`config.mk`:
```
export PLATFORM = sky130hd
export DESIGN_NAME = smds_ram
export DESIGN_NICKNAME = d
export VERILOG_FILES = /design/src/smds_ram.sv
export SDC_FILE = /design/constraint.sdc
export NUM_CORES = 1
export LEC_CHECK = 0
export BUFFER_PORTS_ARGS = -buffer_cell sky130_fd_sc_hd__buf_2
export CAP_MARGIN = 10
export CORE_MARGIN = 1.5
export CORE_UTILIZATION = 50
export CTS_CLUSTER_DIAMETER = 100
export DETAILED_ROUTE_END_ITERATION = 10
export GPL_TIMING_DRIVEN = 0
export PLACE_DENSITY = 0.7
export SETUP_SLACK_MARGIN = 0.15
export SYNTH_ARGS = -nofsm -noshare
export SYNTH_HDL_FRONTEND = slang
export SYNTH_SLANG_ARGS = --single-unit
```
`constraint.sdc`:
```
create_clock -name clk_i -period 1.7 [get_ports clk_i]
set_input_delay 0.17 -clock clk_i [delete_from_list [all_inputs] [get_ports clk_i]]
set_output_delay 0.17 -clock clk_i [all_outputs]
set_load 0.05 [all_outputs]
```
`src/smds_ram.sv`:
```
// smds_ram: generic single write port, single read port RAM with a
// registered read. No dependencies.
`timescale 1ns / 1ps

module smds_ram #(
  parameter int unsigned Width = 8,
  parameter int unsigned Depth = 16
) (
  input  logic                     clk_i,
  input  logic                     we_i,
  input  logic [$clog2(Depth)-1:0] waddr_i,
  input  logic [Width-1:0]         wdata_i,
  input  logic                     re_i,
  input  logic [$clog2(Depth)-1:0] raddr_i,
  output logic [Width-1:0]         rdata_o
);

  logic [Width-1:0] mem_q [Depth];
  logic [Width-1:0] rdata_q;

  always_ff @(posedge clk_i) begin
    if (we_i) begin
      mem_q[waddr_i] <= wdata_i;
    end
    if (re_i) begin
      rdata_q <= mem_q[raddr_i];
    end
  end

  assign rdata_o = rdata_q;

endmodule

```
==> impl_metrics.json, run 1 <==
{
  "path_max_fanout": 1,
  "syn-instance-count": 229,
  "p_per_area_nw_per_um2": 1200,
  "grtUsageTotal_pct": 18.8,
  "die_w_um": 105,
  "slew_violations": 0,
  "yosysSeqAreaShare_pct": 78.1,
  "p_leak_nw": 2.01,
  "reg2reg_depth": 3,
  "portBuffers": 25,
  "coreArea_um2": 10200,
  "cts_root_buf": "clkbuf_8",
  "post_cts_buffers": 0,
  "finalClockSkew_ns": 0.0106,
  "final_hold_viol_count": 0,
  "rr_endpoint": "rdata_o[3]",
  "timing.rr.start": "mem_q[5][3]",
  "crit_chain": "mux4_1 > a22oi_1 > nand2_1",
  "reg2reg_slack_ns": 0.23,
  "grt_antenna_before_repair": 0,
  "fin_crit_sh_pct": 86.4,
  "avgRoutedWirePerCell_um": 22.3,
  "crit_path_end": "rdata_o[3]",
  "synth_top_flop_cell": "edfxtp_1",
  "synth_top_area_share_pct": 78.1,
  "min_period_ns": 1.47,
  "crit_start": "mem_q[5][3]",
  "syn-cell-area_um2": 5230,
  "htreeDepth": 4,
  "syn_to_final_growth_pct": 15.5,
  "critPathLaunchType": "register",
  "synthTopCellsByArea": "edfxtp_1 (78%), mux4_2 (7.8%), mux4_1 (7.0%)",
  "tightestPinTransition_ns": 1.19,
  "synth_edf_count": 136,
  "worstSetupPathType": "register to register",
  "final_area_um2": 6040,
  "drt-pass1-iter-count": 4,
  "synth.yosys.warnings": 0,
  "cpPeakStageDelay_ns": 0.56,
  "place_area_um2": 5530,
  "n_antenna_cell": 0,
  "cts_made_buffers": 17,
  "design.die.area_um2": 11100,
  "cp-end-kind": "register",
  "max_cap_violations": 0,
  "hp-class": "input pin to register",
  "fp.dieH_um": 105,
  "nFillCells": 732,
  "yosysMostFrequentCell": "edfxtp_1",
  "hpwl_mm": 5.87,
  "gp_congestion": 0.692,
  "drt-initial-drc-count": 178,
  "peakVddDrop_uv": 582,
  "synth_top_area_cell": "edfxtp_1",
  "grt_pass1_wl_mm": 14.2,
  "status": "complete, no violations",
  "drc": 0,
  "cts_tree": "built",
  "initial_core_util_pct": 51.1,
  "cts.sinks": 136,
  "tns_ns": 0,
  "io-pin-count": 27,
  "fmax_mhz": 681,
  "ys_top_cells_by_count": "edfxtp_1 (136), mux4_2 (18), a22oi_1 (16), mux4_1 (14), nor2_1 (13)",
  "synth_seq_cells": 136,
  "place_ws_ns": -0.323,
  "setup_ws_ns": 0.231,
  "grt_pass1_vias": 2378,
  "cts_buffer_depth": 2,
  "synthArstFlopShare_pct": 0,
  "yosys.cell_types.count": 18,
  "vias_per_cell": 5.73,
  "grt_max_degree": 17,
  "slowest_stage": "mux4_1",
  "slew-limit-headroom_pct": 20.0,
  "vias": 2400,
  "arrival_ns": 1.73,
  "grt-ovfl-total": 0,
  "row_count": 37,
  "multi_input_area_um2": 1070,
  "routed_wl_mm": 9.35,
  "rsz0062_at_grt": "no",
  "path_clk_slew_ns": 0.06,
  "drive_gt1_share_pct": 29.0,
  "syn_nets": 248,
  "fin_nets": 295,
  "setup_viol": 0,
  "clock_latency_ns": 0.51,
  "cp.required_ns": 1.96,
  "seqCellArea_um2": 4080,
  "syn_area_per_cell_um2": 22.8,
  "ant_nets": 0
}
-- timing repair --
item,4_1_cts,5_1_grt
gates resized for setup,1,1
hold buffers,1,0
cloned,0,0
setup endpoints to repair,1,1
hold endpoints to repair,8,0
-- metal layers --
metal | global-route usage, % | vias to the layer above | share of wire [%]
met5 | 0 | - | 0
met2 | 27.8 | 79 | 50
met1 | 26.7 | 1248 | 44
met3 | 5.57 | 2 | 5.7
met4 | 7.34 | 0 | 0.49
li1 | - | 1071 | -
-- how the worst min path moves through the flow --
stage | from | end | slack, ns | depth (start not counted)
after floorplan | wdata_i[0] | mem_q[0][0] | 0.27 | 0
after global placement | re_i | rdata_o[1] | 0.50 | 1
after detailed placement | re_i | rdata_o[2] | 0.52 | 1
after CTS | wdata_i[5] | mem_q[6][5] | 0.04 | 1
after global routing | wdata_i[7] | mem_q[0][7] | 0.04 | 1
final | wdata_i[6] | mem_q[6][6] | 0.05 | 1
-- cell type report --
cell class | instances | area share [%]
multi-input cells | 83 | 17.8
flip-flops and latches | 136 | 67.6
well taps | 136 | 2.82
plain buffers | 10 | 1.43
clock inverters | 8 | 1.04
clock buffers | 18 | 6.92
repair buffers | 28 | 2.40
-- metrics by stage --
| stage | cells | hold slack, ns | utilization [%] | total power, mW |
|---|---|---|---|---|
| after CTS | 417 | 0.0401 | 58.9 | 7.30 |
| after detailed placement | 390 | 0.518 | 54.0 | 4.27 |
| final | 419 | 0.0535 | 59.0 | 7.25 |
| after global placement | 390 | 0.503 | 54.0 | 4.26 |
| after global routing | 419 | 0.0404 | 59.0 | 7.49 |
| after floorplan | 229 | 0.269 | - | 4.11 |
-- sequential cells by signal, indices dropped and copies added (netlist names) --
register and cells:
mem_q 128, rdata_o 8
-- power breakdown --
group | internal (mW) | switching, mW
Sequential | 3.78 | 0.0150
Clock | 1.86 | 1.19
Combinational | 0.149 | 0.258
-- placed cells by master, fill, tap and decap left out, types with 2 or more instances in the layout --
cell type and instances:
clkinv_2 5, edfxtp_1 136, nand2_1 9, a22oi_1 14, buf_2 29, nor2_1 13, clkinv_1 2, nand2b_1 2
buf_6 3, clkdlybuf4s25_2 3, nand3b_1 2, a22oi_2 2, mux4_2 18, nor3_1 3, mux4_1 14, clkbuf_16 16
-- worst max-delay path, delay by kind of cell, from the launching register on --
| kind | cells | cell delay, ns |
|---|---|---|
| AND/OR/NAND/NOR | 1 | 0.08 |
| multiplexers | 1 | 0.56 |
| flip-flops | 1 | 0.35 |
| AO/OA/AOI/OAI | 1 | 0.23 |
-- kinds of logic (layout without fill, tap and decap cells) --
family / count (synthesis) / after routing / synth area share [%]
DFF: 136 / 136 / 78.1
and+or+nand+nor: 35 / 35 / 3.14
muxes: 32 / 32 / 14.8
AOI/OAI and AO/OA: 16 / 16 / 2.30
buffers and inverters: 10 / 64 / 1.65
(Power assumes the default switching activity.)
==> inputs of run 2 (changes only) <==
Settings changed: ABC_AREA set to 1, CORE_ASPECT_RATIO set to 1.25.
==> run 2 against run 1 <==
Compared with the run above:
- total power is 9.8% higher
- sequential share of layout area fell by 6.9 points
- largest power group unchanged
- flip-flop and latch count unchanged
- worst hold slack better by 0.035 ns
- non-clock buffer count increased by 9
- count of clock-buffer cells in the layout is 1 higher
- final cell count rose by 78%
- via count is 62% higher
- critical endpoint is now mem_q[7][3]
==> impl_metrics.json, run 2 <==
{
  "synth_top_area_share_pct": 69.8,
  "fin_crit_sh_pct": 75.5,
  "coreArea_um2": 11500,
  "layout_common_cells": "nand2_1 (173), edfxtp_1 (136), inv_1 (100), nand3_1 (97), buf_2 (36)",
  "fp.dieH_um": 124,
  "grt_antenna_before_repair": 0,
  "rr_endpoint": "rdata_o[7]",
  "peakVddDrop_uv": 746,
  "drive_gt1_share_pct": 12.4,
  "cts_tree": "built",
  "arrival_ns": 1.32,
  "crit_buf_inv": 1,
  "synthArstFlopShare_pct": 0,
  "syn-cell-area_um2": 5850,
  "syn_area_per_cell_um2": 10.6,
  "dpl.cell_count": 712,
  "initial_core_util_pct": 50.8,
  "synth_compound_area_share_pct": 0,
  "cp.required_ns": 1.74,
  "path_max_fanout": 8,
  "holdPathEnd": "rdata_o[7]",
  "final_util_pct": 58.4,
  "portBuffers": 23,
  "crit_chain": "buf_2 > nand3b_1 > nor2_1",
  "muxShareOfSynthArea_pct": 0,
  "syn-instance-count": 551,
  "synth_edf_count": 136,
  "hpwl_mm": 8.76,
  "slew-limit-headroom_pct": 38.1,
  "io-pin-count": 27,
  "grt-ovfl-total": 0,
  "path_clk_slew_ns": 0.05,
  "ys_top_cells_by_count": "nand2_1 (173), edfxtp_1 (136), inv_1 (100), nand3_1 (97), nor2_1 (17)",
  "syn_to_final_growth_pct": 15.0,
  "drt-pass1-iter-count": 5,
  "gr-usage-met3_pct": 4.15,
  "cts_buffer_depth": 2,
  "avgRoutedWirePerCell_um": 17.8,
  "status": "complete, no violations",
  "drc": 0,
  "die_w_um": 99.7,
  "design.die.area_um2": 12400,
  "grt_pass1_vias": 3718,
  "p_per_area_nw_per_um2": 1180,
  "n_antenna_cell": 0,
  "min_period_ns": 1.28,
  "largest_register": "mem_q",
  "slew_violations": 0,
  "synth_fa_ha_area_share_pct": 0,
  "clock_latency_ns": 0.42,
  "cts_made_buffers": 17,
  "synth_seq_cells": 136,
  "cts_root_buf": "clkbuf_16",
  "vias_per_cell": 5.22,
  "routed_wl_mm": 13.2,
  "gp_congestion": 0.906,
  "reg2reg_depth": 6,
  "use_met2_pct": 37.4,
  "p_total_mw": 7.96,
  "hold_depth": 1,
  "worstSetupPathType": "input pin to register",
  "tns_ns": 0,
  "synth_top_flop_cell": "edfxtp_1",
  "setup_viol": 0,
  "critPathTopFamily": "simple AND/OR/NAND/NOR gates",
  "nFillCells": 922,
  "hp-class": "input pin to register",
  "fin_nets": 612,
  "final_hold_viol_count": 0,
  "synth_xor_area_share_pct": 0,
  "cts_hold_buf": 0,
  "finalClockSkew_ns": 0.00636,
  "cp-end-kind": "register",
  "rsz0062_at_grt": "no",
  "row_count": 44,
  "yosysSeqAreaShare_pct": 69.8,
  "synthTopCellsByArea": "edfxtp_1 (70%), nand2_1 (11%), nand3_1 (8.3%)",
  "yosysMostFrequentCell": "nand2_1",
  "max_cap_violations": 0,
  "cts.sinks": 136,
  "final_common_cell": "nand2_1",
  "timing.rr.start": "mem_q[5][7]",
  "place_ws_ns": 0.0437,
  "grtUsageTotal_pct": 23.2,
  "tightestPinTransition_ns": 0.926,
  "final_cell_count_no_fill": 744,
  "critPathLaunchType": "input pin",
  "post_cts_buffers": 0,
  "vias": 3880,
  "htreeDepth": 4,
  "grtUsageMet1_pct": 29.9,
  "synth_top_area_cell": "edfxtp_1",
  "slowest_stage": "nor2_1",
  "grt_max_degree": 17,
  "min-delay-start": "re_i",
  "grt_pass1_wl_mm": 20.4,
  "yosys.cell_types.count": 11,
  "setup_ws_ns": 0.416,
  "largest_register_ffs": 128,
  "synth.yosys.warnings": 0,
  "cpPeakStageDelay_ns": 0.76,
  "synth_top_family_by_area": "simple AND/OR/NAND/NOR gates",
  "post_cts_resized": 0,
  "p_leak_nw": 2.90,
  "fmax_mhz": 779,
  "syn_nets": 570,
  "yosys.area_share.simple_pct": 20.8,
  "grt.busiest_layer": "met2",
  "reg2reg_slack_ns": 0.55,
  "drt-initial-drc-count": 418,
  "ant_nets": 0
}
run 2: changes by cell type after synthesis, moves of 2 or more:
cell / previous run / this run
mux4_2: 18 / 0
a22oi_1: 16 / 0
nor3_1: 4 / 0
clkdlybuf4s25_2: 3 / 0
nand3_1: 1 / 97
buf_6: 3 / 6
inv_1: 0 / 100
inv_2: 0 / 2
buf_4: 1 / 4
buf_2: 3 / 13
mux4_1: 14 / 0
nor2_1: 13 / 17
nand2b_1: 2 / 0
nand2_1: 9 / 173
run 2: worst max path at each step:
stage	slack (ns)	start	endpoint	depth (start not counted)
floorplan	0.58	waddr_i[2]	mem_q[10][0]	2
global placement	0.05	waddr_i[3]	mem_q[7][2]	3
detailed placement	0.04	waddr_i[3]	mem_q[7][6]	3
CTS	0.48	waddr_i[3]	mem_q[7][4]	3
global route	0.36	waddr_i[3]	mem_q[7][3]	3
finish	0.42	waddr_i[3]	mem_q[7][3]	3
run 2: stage by stage:
stage                     hold WS [ns]  instance area [um^2]
after global placement           0.500                  6130
after floorplan                  0.269                  5850
after global routing            0.0943                  6720
final                           0.0889                  6720
after CTS                       0.0872                  6720
after detailed placement         0.521                  6130
run 2: area by class of cell:
| cell class | count | area (um^2) | area share (%) |
|---|---|---|---|
| buffer | 24 | 166 | 2.48 |
| tap | 138 | 173 | 2.57 |
| multi-input combinational | 289 | 1210 | 18.1 |
| inverter | 102 | 383 | 5.70 |
| clock buffer | 19 | 433 | 6.44 |
| sequential | 136 | 4080 | 60.8 |
| timing repair buffer | 23 | 115 | 1.71 |
| clock inverter | 13 | 154 | 2.29 |
run 2: metal layers:
| layer | routed length, um | part of all wire (%) | vias up |
|---|---|---|---|
| met2 | 6350 | 48 | 184 |
| met1 | 5430 | 41 | 1794 |
| met4 | 499 | 3.8 | 0 |
| met5 | 0 | 0 | - |
| li1 | - | - | 1868 |
| met3 | 947 | 7.2 | 34 |
run 2: cells by family (layout without fill, tap and decap cells):
group / Yosys count / after routing
flip-flops: 136 / 136
AND/OR/NAND/NOR: 289 / 289
buffers and inverters: 126 / 181
run 2: power breakdown:
part           switching, mW  leakage [nW]  internal, mW
Combinational          0.395          1.39         0.141
Clock                   1.33         0.272          2.29
Sequential            0.0171          1.24          3.78
Total                   1.75          2.90          6.21
==> inputs of run 3 (changes only) <==
Settings changed: PLACE_DENSITY 0.7 to 0.67.
Clock period 1.7 ns to 1.35 ns, I/O delays scaled along.
==> run 3 against run 2 <==
Compared with the run above:
- clock power up 32%
- clock skew up 0.0011 ns
- sequential power up 26%
- worst setup slack worse by 0.21 ns
- cell area up 1.0%
- global-route usage up 0.37 points
- via count up 0.13%
- routed wire length up 2.5%
==> impl_metrics.json, run 3 (synthesized netlist as in run 2, its figures left out) <==
{
  "cts.sinks": 136,
  "place_ws_ns": -0.268,
  "cts_made_buffers": 17,
  "worstSetupPathType": "register to register",
  "crit_path_end": "rdata_o[5]",
  "avgRoutedWirePerCell_um": 18.3,
  "grtUsageTotal_pct": 23.6,
  "reg2reg_slack_ns": 0.20,
  "min_period_ns": 1.15,
  "routed_wl_mm": 13.6,
  "rsz0062_at_grt": "yes",
  "p_per_area_nw_per_um2": 1510,
  "fin_crit_sh_pct": 85.1,
  "vias": 3885,
  "drt-initial-drc-count": 270,
  "initial_core_util_pct": 50.8,
  "path_max_fanout": 1,
  "drc": 0,
  "hp-class": "input pin to register",
  "critPathTopFamily": "simple AND/OR/NAND/NOR gates",
  "cts_buffer_depth": 2,
  "syn_to_final_growth_pct": 16.1,
  "coreArea_um2": 11500,
  "row_count": 44,
  "grt.busiest_layer": "met2",
  "layout_common_cells": "nand2_1 (172), edfxtp_1 (136), inv_1 (100), nand3_1 (90), buf_2 (36)",
  "path_clk_slew_ns": 0.06,
  "final_hold_viol_count": 0,
  "cpPeakStageDelay_ns": 0.38,
  "tightestPinTransition_ns": 0.848,
  "setup_viol": 0,
  "worst_hold_slack_ns": 0.0573,
  "grt_pass1_wl_mm": 20.6,
  "arrival_ns": 1.30,
  "design.die.area_um2": 12400,
  "min-delay-start": "re_i",
  "largest_register": "mem_q",
  "cp_common_cell": "nand2_1",
  "finalClockSkew_ns": 0.00746,
  "final_util_pct": 59.0,
  "p_leak_nw": 2.93,
  "n_antenna_cell": 0,
  "largest_register_ffs": 128,
  "setup_ws_ns": 0.202,
  "portBuffers": 23,
  "crit_buf_inv": 0,
  "use_met2_pct": 38.3,
  "rr_endpoint": "rdata_o[5]",
  "slowest_stage": "edfxtp_1",
  "grt_antenna_before_repair": 0,
  "grtUsageMet1_pct": 31.0,
  "fp.dieH_um": 124,
  "slew_violations": 0,
  "final_common_cell": "nand2_1",
  "grt-ovfl-total": 0,
  "crit_start": "mem_q[3][5]",
  "cp.required_ns": 1.50,
  "htreeDepth": 4,
  "fmax_mhz": 871,
  "grt_max_degree": 17,
  "reg2reg_depth": 6,
  "fin_nets": 612,
  "grt_pass1_vias": 3734,
  "drive_gt1_share_pct": 14.5,
  "ant_nets": 0,
  "die_w_um": 99.7,
  "cts_tree": "built",
  "clock_latency_ns": 0.41,
  "gr-usage-met3_pct": 4.66,
  "cp-end-kind": "register",
  "slew-limit-headroom_pct": 43.3,
  "gp_congestion": 0.959,
  "peakVddDrop_uv": 845,
  "crit_chain": "nand2_1 > nand2_1 > nand2_1 > nand3_1 > nand3_1 > nand2_1",
  "status": "complete, no violations",
  "cts_root_buf": "clkbuf_16",
  "post_cts_resized": 0,
  "vias_per_cell": 5.23,
  "timing.rr.start": "mem_q[3][5]",
  "crit_cells": 6,
  "hpwl_mm": 8.92,
  "critPathLaunchType": "register",
  "drt-pass1-iter-count": 5,
  "io-pin-count": 27,
  "max_cap_violations": 0,
  "cts_hold_buf": 0,
  "post_cts_buffers": 0
}
run 3: cell count changes in the layout (fill, tap and decap cells not counted):
cell,before,now
nand3_1,97,90
nand3_2,0,7
nor2_1,17,13
nor2_2,0,4
clkinvlp_4,4,2
bufinv_16,3,4
clkbuf_1,2,1
clkinv_1,3,2
clkinv_2,1,2
clkinv_4,1,2
nand2_1,173,172
nand2_2,0,1
run 3: worst min-delay path by stage:
stage,to,slack [ns],cells past startpoint
after floorplan,mem_q[0][0],0.23,0
after global placement,rdata_o[5],0.46,1
after detailed placement,rdata_o[5],0.48,1
after CTS,rdata_o[7],0.05,1
after global routing,rdata_o[6],0.06,1
final,rdata_o[7],0.06,1
run 3: cell type report:
| cell class | instances | area (um^2) |
|---|---|---|
| buffer | 24 | 166 |
| clock buffer | 18 | 429 |
| clock inverter | 13 | 179 |
| fill | 943 | 4720 |
| inverter | 102 | 383 |
| multi-input combinational | 289 | 1260 |
| sequential | 136 | 4080 |
| tap | 138 | 173 |
| timing repair buffer | 23 | 115 |
run 3: power breakdown:
group	switching (mW)	total, mW	internal, mW
Sequential	0.0210	4.78	4.76
Combinational	0.505	0.688	0.182
Clock	1.70	4.77	3.07
run 3: stage by stage:
stage | power (mW) | instances | cell area (um^2) | setup TNS, ns
2_1_floorplan | 5.27 | 551 | 5850 | 0
3_3_place_gp | 5.52 | 712 | 6130 | -17.84
3_5_place_dp | 5.53 | 712 | 6130 | -20.66
4_1_cts | 10.2 | 743 | 6740 | 0
5_1_grt | 10.5 | 743 | 6790 | 0
6_report | 10.2 | 743 | 6790 | 0
run 3: per-layer routing:
layer	share of wire, %	up-vias
li1	-	1871
met1	42	1821
met2	48	170
met3	6.8	23
met4	2.5	0
met5	0	-
run 3: worst reg2reg max path, cell delays in order, from the launching register on:
cell and delay, ns:
edfxtp_1 0.38, nand2_1 0.08, nand2_1 0.06, nand2_1 0.05, nand3_1 0.10, nand3_1 0.12
nand2_1 0.09
